`src/sv/esz_ram.sv`:
```
// Generic simple dual-port RAM with one write port and a registered read.
// No dependencies.
module esz_ram #(
  parameter int unsigned WIDTH  = 16,
  parameter int unsigned DEPTH  = 64,
  parameter int unsigned ADDR_W = (DEPTH > 1) ? $clog2(DEPTH) : 1
) (
  input  logic              clk_i,
  input  logic              we_i,
  input  logic [ADDR_W-1:0] waddr_i,
  input  logic [WIDTH-1:0]  wdata_i,
  input  logic [ADDR_W-1:0] raddr_i,
  output logic [WIDTH-1:0]  rdata_o
);

  logic [WIDTH-1:0] mem_q [DEPTH];

  // Write port and registered read port.
  always_ff @(posedge clk_i) begin
    if (we_i) begin
      mem_q[waddr_i] <= wdata_i;
    end
    rdata_o <= mem_q[raddr_i];
  end

endmodule

```
`config.mk`:
```
export PLATFORM = sky130hd
export DESIGN_NAME = esz_ram
export DESIGN_NICKNAME = d
export VERILOG_FILES = /design/src/sv/esz_ram.sv
export SDC_FILE = /design/constraint.sdc
export NUM_CORES = 1
export LEC_CHECK = 0
export BUFFER_PORTS_ARGS = -buffer_cell sky130_fd_sc_hd__buf_4
export CAP_MARGIN = 25
export CORE_MARGIN = 1.5
export CORE_UTILIZATION = 40
export DETAILED_ROUTE_END_ITERATION = 8
export GPL_TIMING_DRIVEN = 0
export PLACE_DENSITY = 0.6
export SYNTH_ARGS = -nofsm -noshare
export SYNTH_HDL_FRONTEND = slang
export SYNTH_SLANG_ARGS = --single-unit
```
`constraint.sdc`:
```
create_clock -name clk_i -period 2.93 [get_ports clk_i]
set_input_delay 0.293 -clock clk_i [delete_from_list [all_inputs] [get_ports clk_i]]
set_output_delay 0.293 -clock clk_i [all_outputs]
set_load 0.03 [all_outputs]
```
==> After elaboration in Yosys (flattened, before gate mapping) <==
Memory sizes are Yosys's and may differ from the RTL's. A register that Yosys moved wholly into a read port is not among the register bits.
Index checks and enable logic that the tools add are counted.
{ "word_totals": {"regBits": 0, "ramBits": 1024, "in_bits": 30, "out_inout_bits": 16, "elab_cells": 3, "memories": 1} }
{ "memory_table": {"columns": ["name", "words", "width", "read_ports", "rd_ports_with_merged_regs", "wr", "line", "rtl"], "rows": [
  ["mem_q", 64, 16, 1, 1, 1, "16", "logic [WIDTH-1:0] mem_q [DEPTH];"]
]} }
{ "classes": {"muxes": 2} }
{ "ops": {"columns": ["operator", "n"], "rows": [
  ["$mux W1", 2]
]} }

==> Depth between registers and ports, before layout <==
Gate-level depths: netlist (run 1).
{ "depth": {"word_depth": 2, "ltp_mapped": 10, "depth_no_buf": 5} }

==> Worst setup path after synthesis (run 1) <==
No wires, ideal clock.
{ "synth_path": {"kind": "input to register", "start": "in waddr_i[3]", "end": "mem mem_q[48][0] (enable)", "setup_time_ns": 0.409, "t_arrival_ns": 1.919, "required_ns": 2.521, "setup_slack_ns": 0.602, "stages": 4, "path_buffers": 1, "cell_sequence": "clkbuf_1 -> nor2b_1 -> nand4b_1 -> nor3_1"} }
{ "synth_lines": {"columns": ["item", "line", "rtl"], "rows": [
  ["from (decl)", "10", "input logic [ADDR_W-1:0] waddr_i,"],
  ["to (decl)", "16", null]
]} }
No word-level cell before the write port.

==> qor.yml, run 1 <==
status: "completed"
wirelength_um: 101900
setup_ws_ps: 313.1
antenna_found_initial: 10
setup_viol: 0
hp-start: "wdata_i[14]"
startpoint_type: "input pin"
chipHeight_um: 319.4
synth.avg_cell_area_um2: 21.89
synth_fp_nets: 1859
insertion_delay_ps: 670
synth-seq-cells: 1040
yosys_warnings: 0
path_cells: "buf_2, buf_2, buf_2, buf_2, mux2i_1, nand3_1, a31oi_1, a311oi_1"
rows: 115
htree_levels: 3
cts_setup_buffers: 0
arrival_ps: 3110
clockBufferDepth: 3
powerDensity_nw_per_um2: 676.3
syn_inst: 1829
fp.dieArea_um2: 102000
cts_tree: "yes"
min_period_ps: 2617
drt_iter0_drc: 2256
p_leak_nw: 14.48
relSlewSlack_pct: 31.10
cp_data_required_time_ps: 3420
min_period_over_period_pct: 89.32
cts_buffers: 101
endpoint_kind: "flip-flop"
start_util_pct: 40.51
synth_cell_types: 43
slew_viol_final: 0
hold_class: "input pin to flip-flop"
hold_viol: 0
seq_area_frac_synth_pct: 77.59
grt_max_degree: 65
slowest_delay_ps: 610
critPathMostFrequentCell: "buf_2"
dp_slack_ps: -265.0
grt_use_total_pct: 20.06
layout.nets: 2047
dp_hpwl_um: 66030
via_per_inst: 5.749
numPortBuffers: 38
io_pins: 46
clkSinkCount: 1040
peakVddDrop_v: 0.0004372
fp.dieW_um: 319.4
maxCapViolations: 0
cts_hold_buf: 0
fin_area_um2: 46120
crit_slowest_cell: "a31oi_1"
clock_skew_ps: 17.47
rsz0062_at_grt: "no"
layout-drive-gt1-share_pct: 29.81
fmax_ghz: 0.3821
crit_start: "raddr_i[2]"
vias: 19490
drc_errors: 0
core_area_um2: 98850
post_dp_cell_area_um2: 42820
r2r-start: "mem_q[19][9]"
cts_root_buffer: "clkbuf_16"
gp_congestion: 0.8624
grt_pass1_vias: 19770
area_delta_synth_final_pct: 15.18
tightest_slew_ps: 1032
postCtsResizedCells: 0
worst-path-max-fanout: 10
overflow: 0
crit_type: "input pin to flip-flop"
drt-pass1-iter-count: 6
wl_per_cell_um: 30.07
antenna_left: 0
grt_pass1_wl_um: 144300
fin_total_pwr_w: 0.03119
synth_area_um2: 40040
cts.reportedPaths.clkPinSlew_ps: 60
[cells in the mapped netlist]
cell type  instances  share of area [%]
a211o_1            8               0.17
mux2i_1           85                2.1
or3_1              1              0.016
nor2_1            72               0.67
edfxtp_1        1024                 77
nand2_4            1              0.028
a31oi_1            8               0.12
a22o_1             6               0.13
nand2b_1           3              0.047
mux4_2           220                 12
buf_4             13               0.24
o21ai_0            5              0.062
nor2b_1           30               0.47
and4_1             5               0.11
clkbuf_2           2              0.025
a211oi_1           8               0.15
nand4_1           12               0.19
nor3_1             2              0.025
clkbuf_4           1              0.019
nand3_1           24               0.30
buf_2             36               0.45
nand3b_1           2              0.037
nand2_1           59               0.55
and2_1             2              0.031
or3b_2             1              0.022
a311oi_1           8               0.17
buf_12             5               0.25
mux4_1             4               0.26
nor4_2             3              0.094
a221o_1            6               0.15
nand4b_1           1              0.022
buf_8              3               0.11
a21oi_1           17               0.21
a22oi_1           39               0.73
a41oi_1            5               0.11
buf_1              3              0.028
buf_6             17               0.48
mux2_2            27               0.76
a221oi_1          16               0.35
nor2_2             2              0.031
dfxtp_1           16               0.80
o21ai_1            3              0.037
clkbuf_1          24               0.22
[power breakdown]
group          internal (W)  switching (W)  total (W)
sequential           0.0165      0.0000312     0.0165
clock               0.00748        0.00546     0.0129
combinational      0.000597        0.00115    0.00175
total                0.0245        0.00664     0.0312
[area by class of cell]
type | count | area [um^2]
fill | 7980 | 52730
sequential | 1040 | 31070
multi-input combinational | 685 | 8404
clock buffer | 135 | 2790
tap | 1287 | 1610
timing repair buffer | 85 | 1002
buffer | 104 | 733.2
clock inverter | 51 | 501.7
antenna | 3 | 7.507
[per-layer routing]
layer	wire length, um	global-route usage (%)	share of wire (%)	vias up
met1	42160	27.99	41	10360
li1	-	-	-	8067
met4	3583	6.868	3.5	8
met2	48430	31.78	48	855
met3	7704	3.734	7.6	197
met5	57	0	0.056	-
[logic make-up after synthesis]
family | synth area share, %
flip-flops | 77.59
multiplexers | 15.52
buffers and inverters | 1.831
AND/OR/NAND/NOR | 2.647
AO/OA/AOI/OAI | 2.409
[worst paths after layout]
check                  endpoint  slack, ps  cells past startpoint
hold reg to reg     rdata_o[12]        900                      4
setup / recovery     rdata_o[3]        310                      8
setup reg to reg     rdata_o[9]        480                      5
hold / removal    mem_q[30][14]        220                      1
[metrics by stage]
stage	setup TNS [ps]	hold WS (ps)	instances	util, %
finish	0	215.8	3390	46.66
global route	0	221.6	3387	46.65
CTS	0	210.4	3387	46.65
detailed placement	-3800	723.9	3201	43.32
global placement	-186960	724.8	3154	42.43
floorplan	0	391.9	1829	-
[cells in the final DEF, fill, tap and decap left out, types with 6 or more instances in the layout]
master,n
a211o_1,8
clkbuf_16,105
buf_8,40
a211oi_1,8
mux4_2,220
nand2_1,59
a21oi_1,17
dfxtp_1,16
clkinv_1,15
a31oi_1,8
buf_4,51
nor2b_1,30
nor2_1,10
a221o_1,6
mux2_2,27
clkinv_2,18
clkbuf_1,49
a311oi_1,8
nand4_1,12
a22o_1,6
bufinv_16,9
buf_6,24
a22oi_1,39
mux2i_1,85
nor2_2,64
nand3_1,24
a221oi_1,16
edfxtp_1,1024
buf_2,36
[registers in the layout, indices dropped and copies added, names as in the netlist]
name,cells
rdata_o,16
mem_q,1024
[critical path: cells and delay by family]
family,cells,cell delay [ps]
simple gates,1,150
mux,1,390
compound gates,2,790
buf+inv,4,1460
Power figures use the tool's default switching activity.
==> inputs of run 2 (changes only) <==
- RECOVER_POWER: default -> 25
==> run 2 against run 1 <==
The flow now finishes with violations (max-capacitance violations, max-slew violations). Non-clock buffer count is the same. Routed wire length is essentially flat. Clock power is essentially flat. Clock skew grew 0.50 ps. Sequential power is essentially flat. Sequential share of layout area grew 0.051 points. Die area is the same. Combinational power is essentially flat. Clock-buffer cell count is the same. Hold slack gained 48 ps. Design area is essentially flat. Power is essentially flat. Critical path type unchanged.
==> qor.yml, run 2 (synthesis results as in run 1) <==
status: "finished, violations left"
violations: "max-capacitance violations, max-slew violations"
min_path_cells: 1  # unchanged
postCtsResizedCells: 0  # unchanged
critPathMostFrequentCell: "buf_2"
cp_data_required_time_ps: 3420  # about the same
worst-path-buf-inv: 4  # unchanged
grt_use_total_pct: 20.06  # unchanged
worst-path-max-fanout: 10  # unchanged
crit_path_end: "rdata_o[3]"
largest_registers: "mem_q (1024), rdata_o (16)"
area_delta_synth_final_pct: 15.09  # about the same
relSlewSlack_pct: -112.1  # -140 points
fmax_ghz: 0.3831  # +0.27%
powerDensity_nw_per_um2: 676.8  # about the same
comb_power_share_pct: 5.6  # about the same
fp.dieArea_um2: 102000  # unchanged
antenna_found_initial: 10  # unchanged
cts.reportedPaths.clkPinSlew_ps: 60  # about the same
fin_area_um2: 46080  # about the same
power_switching_w: 0.006632  # -0.12%
hold_class: "input pin to flip-flop"
arrival_ps: 3100  # about the same
reg2reg_slack_ps: 470  # about the same
fp.dieW_um: 319.4  # unchanged
overflow: 0  # unchanged
chipHeight_um: 319.4  # unchanged
seqPwrFrac_pct: 53.0  # about the same
cts_buffers: 101  # unchanged
swShare_pct: 21.26  # -0.026 points
antenna_left: 0  # unchanged
dp_slack_ps: -265.0  # unchanged
startpoint_type: "input pin"
cts_tree: "yes"
ff_latch_area_um2: 31070  # unchanged
multiInputGateArea_um2: 8404  # unchanged
crit_slowest_cell: "a31oi_1"
p_leak_nw: 14.47  # about the same
clockBufferDepth: 3  # unchanged
dp_hpwl_um: 66030  # unchanged
clkSinkCount: 1040  # unchanged
start_util_pct: 40.51  # unchanged
fin_cells: 3389  # -0.029%
clkPwrFrac_pct: 41.5  # about the same
path_delay_family: "buffers and inverters"
dp.cells: 3201  # unchanged
io_pins: 46  # unchanged
via_per_inst: 5.749  # about the same
wl_per_cell_um: 30.10  # about the same
hold_viol: 0  # unchanged
peakVddDrop_v: 0.0004361  # -0.25%
crit_start: "raddr_i[2]"
gp_congestion: 0.8624  # unchanged
layout.nets: 2047  # unchanged
post_dp_cell_area_um2: 42820  # unchanged
clock_skew_ps: 17.98  # +0.5046 ps
grt_max_degree: 65  # unchanged
min_period_ps: 2610  # -6.934 ps
slowest_delay_ps: 620  # about the same
vias: 19480  # -0.036%
drc_errors: 0  # unchanged
cts_root_buffer: "clkbuf_16"
rows: 115  # unchanged
numPortBuffers: 38  # unchanged
regMostFlops: "mem_q"
nFillCells: 7989  # +0.11%
cts_hold_buf: 0  # unchanged
min_period_over_period_pct: 89.08  # -0.24 points
maxCapViolations: 10  # +10
layout-drive-gt1-share_pct: 29.71  # -0.095 points
drt-pass1-iter-count: 6  # unchanged
htree_levels: 3  # unchanged
largest_reg_flops: 1024  # unchanged
path_cells: "buf_2, buf_2, buf_2, buf_2, mux2i_1, nand3_1, a31oi_1, a311oi_1"
final_core_util_pct: 46.62  # about the same
r2r_cells: 5  # unchanged
endpoint_kind: "flip-flop"
p_int_w: 0.02456  # about the same
setup_ws_ps: 320.0  # +6.934 ps
cp.depth: 8  # unchanged
grt_pass1_wl_um: 144300  # unchanged
r2r-start: "mem_q[22][1]"
cts_setup_buffers: 0  # unchanged
mostFrequentLayoutCells: "1024 x edfxtp_1, 220 x mux4_2, 105 x clkbuf_16"
wirelength_um: 102000  # about the same
grt_pass1_vias: 19770  # unchanged
slew_viol_final: 647  # +647
core_area_um2: 98850  # unchanged
crit_type: "input pin to flip-flop"
tightest_slew_ps: 3181  # +2149 ps
setup_viol: 0  # unchanged
drt_iter0_drc: 2339  # +3.7%
layout_commonest_cell: "edfxtp_1"
insertion_delay_ps: 670  # about the same
reg2reg_to: "rdata_o[1]"
rsz0062_at_grt: "no"
[run 2: metal layers]
metal  GRT usage, %  share of wire, %  vias up  wire, um
met5              0             0.064        -        65
met4          6.868               3.5       10      3542
met3          3.734               7.7      195      7858
met2          31.78                48      837     48460
met1          27.99                41    10370     42060
li1               -                 -     8067         -
[run 2: cell type report]
cell class,count,share of cell area [%]
multi-input combinational,685,18.24
tap,1287,3.494
buffer,104,1.591
timing repair buffer,85,2.104
clock inverter,51,1.089
antenna,2,0.01086
clock buffer,135,6.055
sequential,1040,67.42
[run 2: power groups by stage]
stage / sequential [W] / combinational, W / clock, W
2_1_floorplan: 0.0169 / 0.000853 / 0
3_3_place_gp: 0.0168 / 0.00170 / 0
3_5_place_dp: 0.0168 / 0.00176 / 0
4_1_cts: 0.0165 / 0.00176 / 0.0131
5_1_grt: 0.0165 / 0.00182 / 0.0136
6_report: 0.0165 / 0.00174 / 0.0129
[run 2: how the worst min path moves through the flow]
stage / to / slack, ps / startpoint
after floorplan: mem_q[0][0] / 390 / wdata_i[0]
after global placement: rdata_o[14] / 720 / rdata_o[14]
after detailed placement: rdata_o[9] / 720 / rdata_o[9]
after CTS: mem_q[39][8] / 210 / wdata_i[8]
after global routing: mem_q[23][11] / 270 / wdata_i[11]
final: mem_q[23][11] / 260 / wdata_i[11]
[run 2: per-stage QoR]
step	TNS, ps	hold WS [ps]	power (W)
5_1_grt	0	272.4	0.03197
6_report	0	263.8	0.03119
2_1_floorplan	0	391.9	0.01773
3_3_place_gp	-186960	724.8	0.01851
3_5_place_dp	-3800	723.9	0.01858
4_1_cts	0	210.4	0.03136
