`src/sv/esz_pkg.sv`:
```
// Package for the oriented ellipsoid zone search block.
// Holds codes, field widths, state encoding and the control structs.
// Used by the arithmetic unit and the top module of the block.
package esz_pkg;

  // Field widths.
  localparam int unsigned MODE_W    = 2;
  localparam int unsigned SLOT_W    = 6;
  localparam int unsigned SEL_W     = 5;
  localparam int unsigned WORD_W    = 32;
  localparam int unsigned SYS_W     = 32;
  localparam int unsigned POS_W     = 25;
  localparam int unsigned ROT_W     = 16;
  localparam int unsigned OFF_W     = 32;
  localparam int unsigned AXIS_W    = 25;
  localparam int unsigned DMG_W     = 16;
  localparam int unsigned ZONES_W   = 7;
  localparam int unsigned CFG_IDX_W = 2;
  localparam int unsigned CFG_DAT_W = 16;

  // Arithmetic widths.
  localparam int unsigned ACC_W  = 48;
  localparam int unsigned PROD_W = 43;
  localparam int unsigned NUM_W  = 50;
  localparam int unsigned DVS_W  = 41;
  localparam int unsigned QUO_W  = 17;
  localparam int unsigned SUM_W  = 34;
  localparam int unsigned STEP_W = 5;

  // Defaults and constants.
  localparam int unsigned MAX_ZONES_DEF = 64;
  localparam logic [DMG_W-1:0] THR_RESET = 16'd250;
  localparam logic [SUM_W-1:0] INSIDE_LIMIT = 34'h1_0000_0000;
  localparam logic [STEP_W-1:0] DIV_LAST = 5'd16;

  // Word select codes.
  localparam logic [SEL_W-1:0] SEL_ROT_LAST   = 5'd8;
  localparam logic [SEL_W-1:0] SEL_OFF_FIRST  = 5'd9;
  localparam logic [SEL_W-1:0] SEL_OFF_LAST   = 5'd11;
  localparam logic [SEL_W-1:0] SEL_AXIS_FIRST = 5'd12;
  localparam logic [SEL_W-1:0] SEL_AXIS_LAST  = 5'd14;
  localparam logic [SEL_W-1:0] SEL_DAMAGE     = 5'd15;
  localparam logic [SEL_W-1:0] SEL_SYSTEM     = 5'd16;

  typedef enum logic [MODE_W-1:0] {
    MODE_WRITE  = 2'd0,
    MODE_ANY    = 2'd1,
    MODE_LETHAL = 2'd2,
    MODE_NONE   = 2'd3
  } mode_e;

  typedef enum logic [CFG_IDX_W-1:0] {
    CFG_ZONES = 2'd0,
    CFG_THR   = 2'd1
  } cfg_e;

  typedef enum logic [3:0] {
    S_IDLE,
    S_HDR_RD,
    S_HDR_CHK,
    S_ROT_RD,
    S_ROT_MAC,
    S_CHECK,
    S_DIV,
    S_SQ,
    S_DECIDE,
    S_NEXT,
    S_OUT
  } state_e;

  // Commands from the sequencer to the arithmetic unit.
  typedef struct packed {
    logic mac_first;
    logic mac;
    logic div_init;
    logic div_step;
    logic square;
    logic sum_clr;
  } cmd_t;

  // Status from the arithmetic unit.
  typedef struct packed {
    logic axis_fail;
    logic in_zone;
  } stat_t;

endpackage

```
`src/sv/esz_arith.sv`:
```
// Shared arithmetic unit: one signed multiplier for the rotation products
// and the squares, a restoring divider step and the distance accumulators.
// Depends on esz_pkg.
module esz_arith (
  input  logic                          clk_i,
  input  logic                          rst_ni,
  input  esz_pkg::cmd_t                 cmd_i,
  input  logic signed [esz_pkg::POS_W-1:0] pos_i,
  input  logic signed [esz_pkg::ROT_W-1:0] rot_i,
  input  logic signed [esz_pkg::OFF_W-1:0] off_i,
  input  logic [esz_pkg::AXIS_W-1:0]    size_i,
  output esz_pkg::stat_t                stat_o
);
  import esz_pkg::*;

  logic signed [ACC_W-1:0]  acc_q, acc_d;
  logic [AXIS_W-1:0]        size_q, size_d;
  logic [NUM_W-1:0]         num_q, num_d;
  logic [DVS_W-1:0]         dvs_q, dvs_d;
  logic [QUO_W-1:0]         quo_q, quo_d;
  logic [SUM_W-1:0]         sum_q, sum_d;
  logic signed [POS_W-1:0]  mul_a;
  logic signed [17:0]       mul_b;
  logic signed [PROD_W-1:0] prod;
  logic [ACC_W-1:0]         mag;
  logic                     ge;

  // Operand select for the shared multiplier.
  always_comb begin
    if (cmd_i.square) begin
      mul_a = $signed({8'b0, quo_q});
      mul_b = $signed({1'b0, quo_q});
    end else begin
      mul_a = pos_i;
      mul_b = $signed({{2{rot_i[ROT_W-1]}}, rot_i});
    end
    prod = PROD_W'(mul_a) * PROD_W'(mul_b);
  end

  // Magnitude of the accumulated axis coordinate and the divider compare.
  assign mag = acc_q[ACC_W-1] ? ACC_W'(-acc_q) : ACC_W'(acc_q);
  assign ge  = num_q >= {9'b0, dvs_q};

  always_comb begin
    acc_d  = acc_q;
    size_d = size_q;
    num_d  = num_q;
    dvs_d  = dvs_q;
    quo_d  = quo_q;
    sum_d  = sum_q;
    if (cmd_i.mac_first) begin
      acc_d  = $signed({{2{off_i[OFF_W-1]}}, off_i, 14'b0})
             + $signed({{5{prod[PROD_W-1]}}, prod});
      size_d = size_i;
    end
    if (cmd_i.mac) begin
      acc_d = acc_q + $signed({{5{prod[PROD_W-1]}}, prod});
    end
    if (cmd_i.div_init) begin
      num_d = {mag, 2'b0};
      dvs_d = {size_q, 16'b0};
      quo_d = '0;
    end
    if (cmd_i.div_step) begin
      num_d = ge ? (num_q - {9'b0, dvs_q}) : num_q;
      quo_d = {quo_q[QUO_W-2:0], ge};
      dvs_d = dvs_q >> 1;
    end
    if (cmd_i.square) begin
      sum_d = sum_q + SUM_W'(prod);
    end
    if (cmd_i.sum_clr) begin
      sum_d = '0;
    end
  end

  // Datapath registers.
  always_ff @(posedge clk_i) begin
    acc_q  <= acc_d;
    size_q <= size_d;
    num_q  <= num_d;
    dvs_q  <= dvs_d;
    quo_q  <= quo_d;
  end

  // The sum also gates the result, so it starts from a known value.
  always_ff @(posedge clk_i or negedge rst_ni) begin
    if (!rst_ni) begin
      sum_q <= '0;
    end else begin
      sum_q <= sum_d;
    end
  end

  assign stat_o.axis_fail = (size_q == '0) || (mag > {9'b0, size_q, 14'b0});
  assign stat_o.in_zone   = sum_q <= INSIDE_LIMIT;

endmodule

```
`config.mk`:
```
export PLATFORM = sky130hd
export DESIGN_NAME = esz_arith
export DESIGN_NICKNAME = d
export VERILOG_FILES = /design/src/sv/esz_pkg.sv /design/src/sv/esz_arith.sv
export SDC_FILE = /design/constraint.sdc
export NUM_CORES = 2
export LEC_CHECK = 0
export ABC_CLOCK_PERIOD_IN_PS = 11920
export BUFFER_PORTS_ARGS = -buffer_cell sky130_fd_sc_hd__buf_2
export CORE_MARGIN = 1.5
export CORE_UTILIZATION = 45
export DETAILED_ROUTE_END_ITERATION = 6
export SLEW_MARGIN = 0
export SYNTH_ARGS = -nofsm -noshare
export SYNTH_HDL_FRONTEND = slang
export SYNTH_SLANG_ARGS = --single-unit
```
`constraint.sdc`:
```
create_clock -name clk_i -period 11.92 [get_ports clk_i]
set_input_delay 2.384 -clock clk_i [delete_from_list [all_inputs] [get_ports clk_i]]
set_output_delay 2.384 -clock clk_i [all_outputs]
set_load 0.01 [all_outputs]
```
Word-level counts from Yosys, hierarchy flattened --
Cells that the tools add are included.
Storage, ports and cells: memory bits (writable) 0, ROM bits 0, memories kept 0, register bits 215, latch bits 0
Cells by class: order comparisons 3, muxes and demuxes 14, $add $sub $neg 5, equality and inequality tests 1, $mul 1, div/mod/pow operators 0, shift operators 0, bitwise operators 0, reduce and logical (&&, ||, !) cells 6
Operators by type and width (count):
- 50-bit 2-to-1 mux | 3
- 48-bit 2-to-1 mux | 3
- 40-bit 2-to-1 mux | 2
- 34-bit 2-to-1 mux | 2
- 50-bit by 41-bit >= comparator with 1-bit output | 1
- 50-bit by 41-bit subtractor with 50-bit output | 1
- 48-bit by 43-bit adder with 48-bit output | 1
- 48-bit by 39-bit greater-than comparator with 1-bit output | 1
- 48-bit negation | 1
- 46-bit by 43-bit adder with 47-bit output | 1
- 25-bit by 18-bit multiplier with 43-bit output | 1
- 34-bit adder | 1
- 34-bit by 33-bit <= comparator with 1-bit output (second input constant) | 1
- 17-bit 2-to-1 mux | 2
- 25-bit zero test | 1
- 25-bit 2-to-1 mux | 1
- 18-bit 2-to-1 mux | 1
- 2-bit nonzero test | 3
- 2-bit by 1-bit != test with 1-bit output (second input constant) | 1
- 2-bit AND reduction | 1
- 1-bit logical OR | 1

Logic depth before layout (Yosys ltp) --
depth after elaboration 5, mapped depth 41

Worst setup path after synthesis --
Ideal clock, no wire load.
path type input-to-reg, start point input port cmd_i[1] (netlist name), end point register acc_q[45] (data pin), data required time 11.646 ns, setup slack -0.026 ns, arrival time 11.672 ns, setup time 0.274 ns, stages on the path 37, cell sequence clkbuf_1 > buf_1 > clkbuf_1 > a21o_1 > clkbuf_1 > nand2_1 > fa_1 > inv_1 > fa_1 > inv_1 > fa_1 > inv_1 > fa_1 > fa_1 > inv_1 > fa_1 > inv_1 > ha_1 > nand4_1 > nor2_1 > a2111oi_0 > o31ai_1 > a311o_1 > a21o_1 > a21oi_1 > xnor2_1 > ha_1 > a21o_1 > a221o_1 > a21oi_1 > o21ai_0 > o21a_1 > a2111oi_0 > o21bai_1 > a41oi_1 > xor2_1 > o221ai_1
Between the ends: cells in the longest elaborated chain, start to end 5
RTL lines:
- start: declaration | line esz_arith.sv:7 | input esz_pkg::cmd_t cmd_i,
- 25-bit 2-to-1 mux or 18-bit 2-to-1 mux (tied branches) | line esz_arith.sv:30 | if (cmd_i.square) begin
- 25-bit by 18-bit multiplier with 43-bit output (*) | line esz_arith.sv:37 | prod = PROD_W'(mul_a) * PROD_W'(mul_b);
- 46-bit by 43-bit adder with 47-bit output | line esz_arith.sv:53 | + $signed({{5{prod[PROD_W-1]}}, prod});
- 48-bit 2-to-1 mux | line esz_arith.sv:51 | if (cmd_i.mac_first) begin
- 48-bit 2-to-1 mux (*) | line esz_arith.sv:56 | if (cmd_i.mac) begin
- via acc_d[45] | line esz_arith.sv:16 | logic signed [ACC_W-1:0] acc_q, acc_d;
- end signal: assignment | line esz_arith.sv:79 | acc_q <= acc_d;
- end: declaration | line esz_arith.sv:16
The timed path passes the listed nets; every way through them passes the cells marked *. The select of a mux whose other input is x is not followed. A chain may end at the register's enable or synchronous reset.

Final worst setup path --
Same ends and word-level chain as after synthesis.

==> flow_metrics.env <==
export IMPL_status="complete, no violations"
export IMPL_dpl_hpwl_mm=79.9
export IMPL_cp_slowest_cell="fa_1"
export IMPL_use_met1=0.353
export IMPL_drive_gt1_frac=0.0895
export IMPL_min_period_ps=11380
export IMPL_cts_buffers=30
export IMPL_cts_hold_buffers=0
export IMPL_gr_usage_met2=0.396
export IMPL_grt_overflow=0
export IMPL_endpoint_kind="flop"
export IMPL_drc_errors=0
export IMPL_critPathRequiredTime_ps=12270
export IMPL_ys_types=78
export IMPL_drt_iter0_drc=1751
export IMPL_hold_depth=2
export IMPL_async_flop_share=0.158
export IMPL_crit_reg2reg_capture="acc_q[45]"
export IMPL_fin_cells=5045
export IMPL_io_buffers=107
export IMPL_rows=100
export IMPL_die_x_um=279
export IMPL_worstMarginPinSlew_ps=1080
export IMPL_clkSinkCount=215
export IMPL_start_util=0.458
export IMPL_gp_congestion=0.966
export IMPL_synth_fp_nets=4703
export IMPL_areaGrowthSynthToFinish_pct=10.7
export IMPL_yosysTopAreaCell="fa_1"
export IMPL_dieArea_sq_um=77700
export IMPL_wl_per_cell_um=19.0
export IMPL_core_area_sq_um=74800
export IMPL_fin_crit_sh=0.955
export IMPL_yosys_warnings=0
export IMPL_post_place_cells=4990
export IMPL_hold_viol=0
export IMPL_synth_common_cells="inv_1, fa_1, nand2_1, nor2_1, ha_1"
export IMPL_worstPathMaxFanout=40
export IMPL_criticalPathCategory="input port to flop"
export IMPL_root_buffer="clkbuf_16"
export IMPL_skew_ps=56.5
export IMPL_rsz0062_at_grt="false"
export IMPL_nFillCells=7220
export IMPL_num_io_pins=108
export IMPL_ys_seq_area_frac=0.183
export IMPL_cts_buffer_depth=3
export IMPL_yosysMostFrequentCell="inv_1"
export IMPL_synth_edf_count=180
export IMPL_synth_area_per_cell_sq_um=8.86
export IMPL_die_h_um=279
export IMPL_hold_path_end="dvs_q[37]"
export IMPL_fmax_ghz=0.0878
export IMPL_vias=27800
export IMPL_cts_tree="done"
export IMPL_multi_input_area_sq_um=25200
export IMPL_grt_pass1_wl_mm=150
export IMPL_reg2reg_depth=35
export IMPL_path_clk_slew_ps=70
export IMPL_synth_flop_cell="edfxtp_1"
export IMPL_max_cap_viol_count=0
export IMPL_finalMaxSlewViolations=0
export IMPL_slew_headroom=0.274
export IMPL_setup_tns_ps=0
export IMPL_placed_area_sq_um=36800
export IMPL_use_met3=0.0281
export IMPL_grt_max_degree=67
export IMPL_nets=4892
export IMPL_htreeDepth=1
export IMPL_wl_mm=95.9
export IMPL_antennaDiodeCount=0
export IMPL_netlist_area_sq_um=34200
export IMPL_first_pass_iters=5
export IMPL_synthCells=3864
export IMPL_grt_pass1_vias=27200
export IMPL_ff_latch_area_sq_um=6280
export IMPL_hold_path_startpoint="dvs_q[38]"
export IMPL_synth_top_area_share=0.260
export IMPL_regToRegSetupSlack_ps=2320
export IMPL_worst_ep_arrival_time_ps=11730
export IMPL_worst_path_largest_cell_delay_ps=560
export IMPL_grt_usage=0.246
export IMPL_reg2reg_from="quo_q[13]"
export IMPL_ys_ff_latch=215
export IMPL_top_usage_layer="met2"
export IMPL_hold_ws_ps=554
export IMPL_via_per_inst=5.51
export IMPL_crit_path_frequent_cell="fa_1"
export IMPL_insertion_delay_ps=630
export IMPL_yosys_top_cells_area="fa_1, edfxtp_1, ha_1, inv_1, nand2_1"
export IMPL_setup_viol=0
export IMPL_crit_path_start_kind="input port"
export IMPL_antenna_found_initial=3
export IMPL_hp_class="flop to flop"
export IMPL_drtAntennaViolNets=0
export IMPL_design_area_sq_um=37900
metrics by stage:
| stage | util | worst slack, ps |
|---|---|---|
| after floorplan | - | 46.7 |
| after global placement | 0.492 | -185 |
| after detailed placement | 0.492 | -232 |
| after CTS | 0.506 | 397 |
| after global routing | 0.506 | 33.0 |
| final | 0.506 | 536 |
cell usage in the layout (no fill, tap or decap), types with 133 or more instances in the layout:
| master | netlist | final |
|---|---|---|
| a21o_1 | 133 | 133 |
| fa_1 | 445 | 445 |
| buf_4 | 0 | 156 |
| inv_1 | 630 | 629 |
| edfxtp_1 | 180 | 180 |
| nor2_1 | 305 | 305 |
| nand2_1 | 440 | 440 |
| ha_1 | 288 | 288 |
| o21ai_0 | 154 | 154 |
| a21oi_1 | 228 | 228 |
cell families (layout without fill, tap and decap cells):
family | Yosys count | after routing | share of synthesized area
and+or+nand+nor | 1132 | 1132 | 0.152
buffers and inverters | 738 | 950 | 0.0812
adders and majority gates | 733 | 733 | 0.365
AOI/OAI and AO/OA | 776 | 776 | 0.146
xor gates and xnor gates | 206 | 206 | 0.0527
muxes | 64 | 64 | 0.0196
DFF | 215 | 215 | 0.183
registers in the layout (all words and copies together) (netlist names):
| register | flops |
|---|---|
| acc_q | 48 |
| size_q | 25 |
| quo_q | 17 |
| num_q | 50 |
| sum_q | 34 |
| dvs_q | 41 |
critical path: cells and delay by family:
kind | cells | cell delay (ps)
xor gates and xnor gates | 1 | 170
AOI/OAI and AO/OA | 16 | 3800
buffers and inverters | 8 | 1060
adders and majority gates | 8 | 3500
and+or+nand+nor | 5 | 800
how the worst max path moves through the flow:
stage              from         to
3_5_place_dp   cmd_i[1]  acc_q[45]
2_1_floorplan  cmd_i[1]  acc_q[45]
3_3_place_gp   cmd_i[1]  acc_q[45]
6_report       cmd_i[1]  acc_q[45]
4_1_cts        cmd_i[1]  acc_q[45]
5_1_grt        cmd_i[1]  acc_q[45]
area by class of cell:
cell class,count,area share
sequential,215,0.166
multi-input combinational,2911,0.665
clock inverter,18,0.00812
inverter,632,0.0626
clock buffer,37,0.0205
tap,969,0.0320
timing repair buffer,263,0.0458
metal layers:
metal,share of wire,wire (um)
met1,0.45,43400
met2,0.46,44100
met3,0.059,5700
met4,0.027,2600
met5,0.00023,22
repair_timing:
| action | in CTS | in global routing |
|---|---|---|
| gates resized for setup | 0 | 2 |
| endpoints found under the setup margin | 0 | 4 |
| buffers inserted | 0 | 0 |
Power is not shown: default switching activity piles up to over one toggle a cycle in this logic, so the estimate is an artifact.
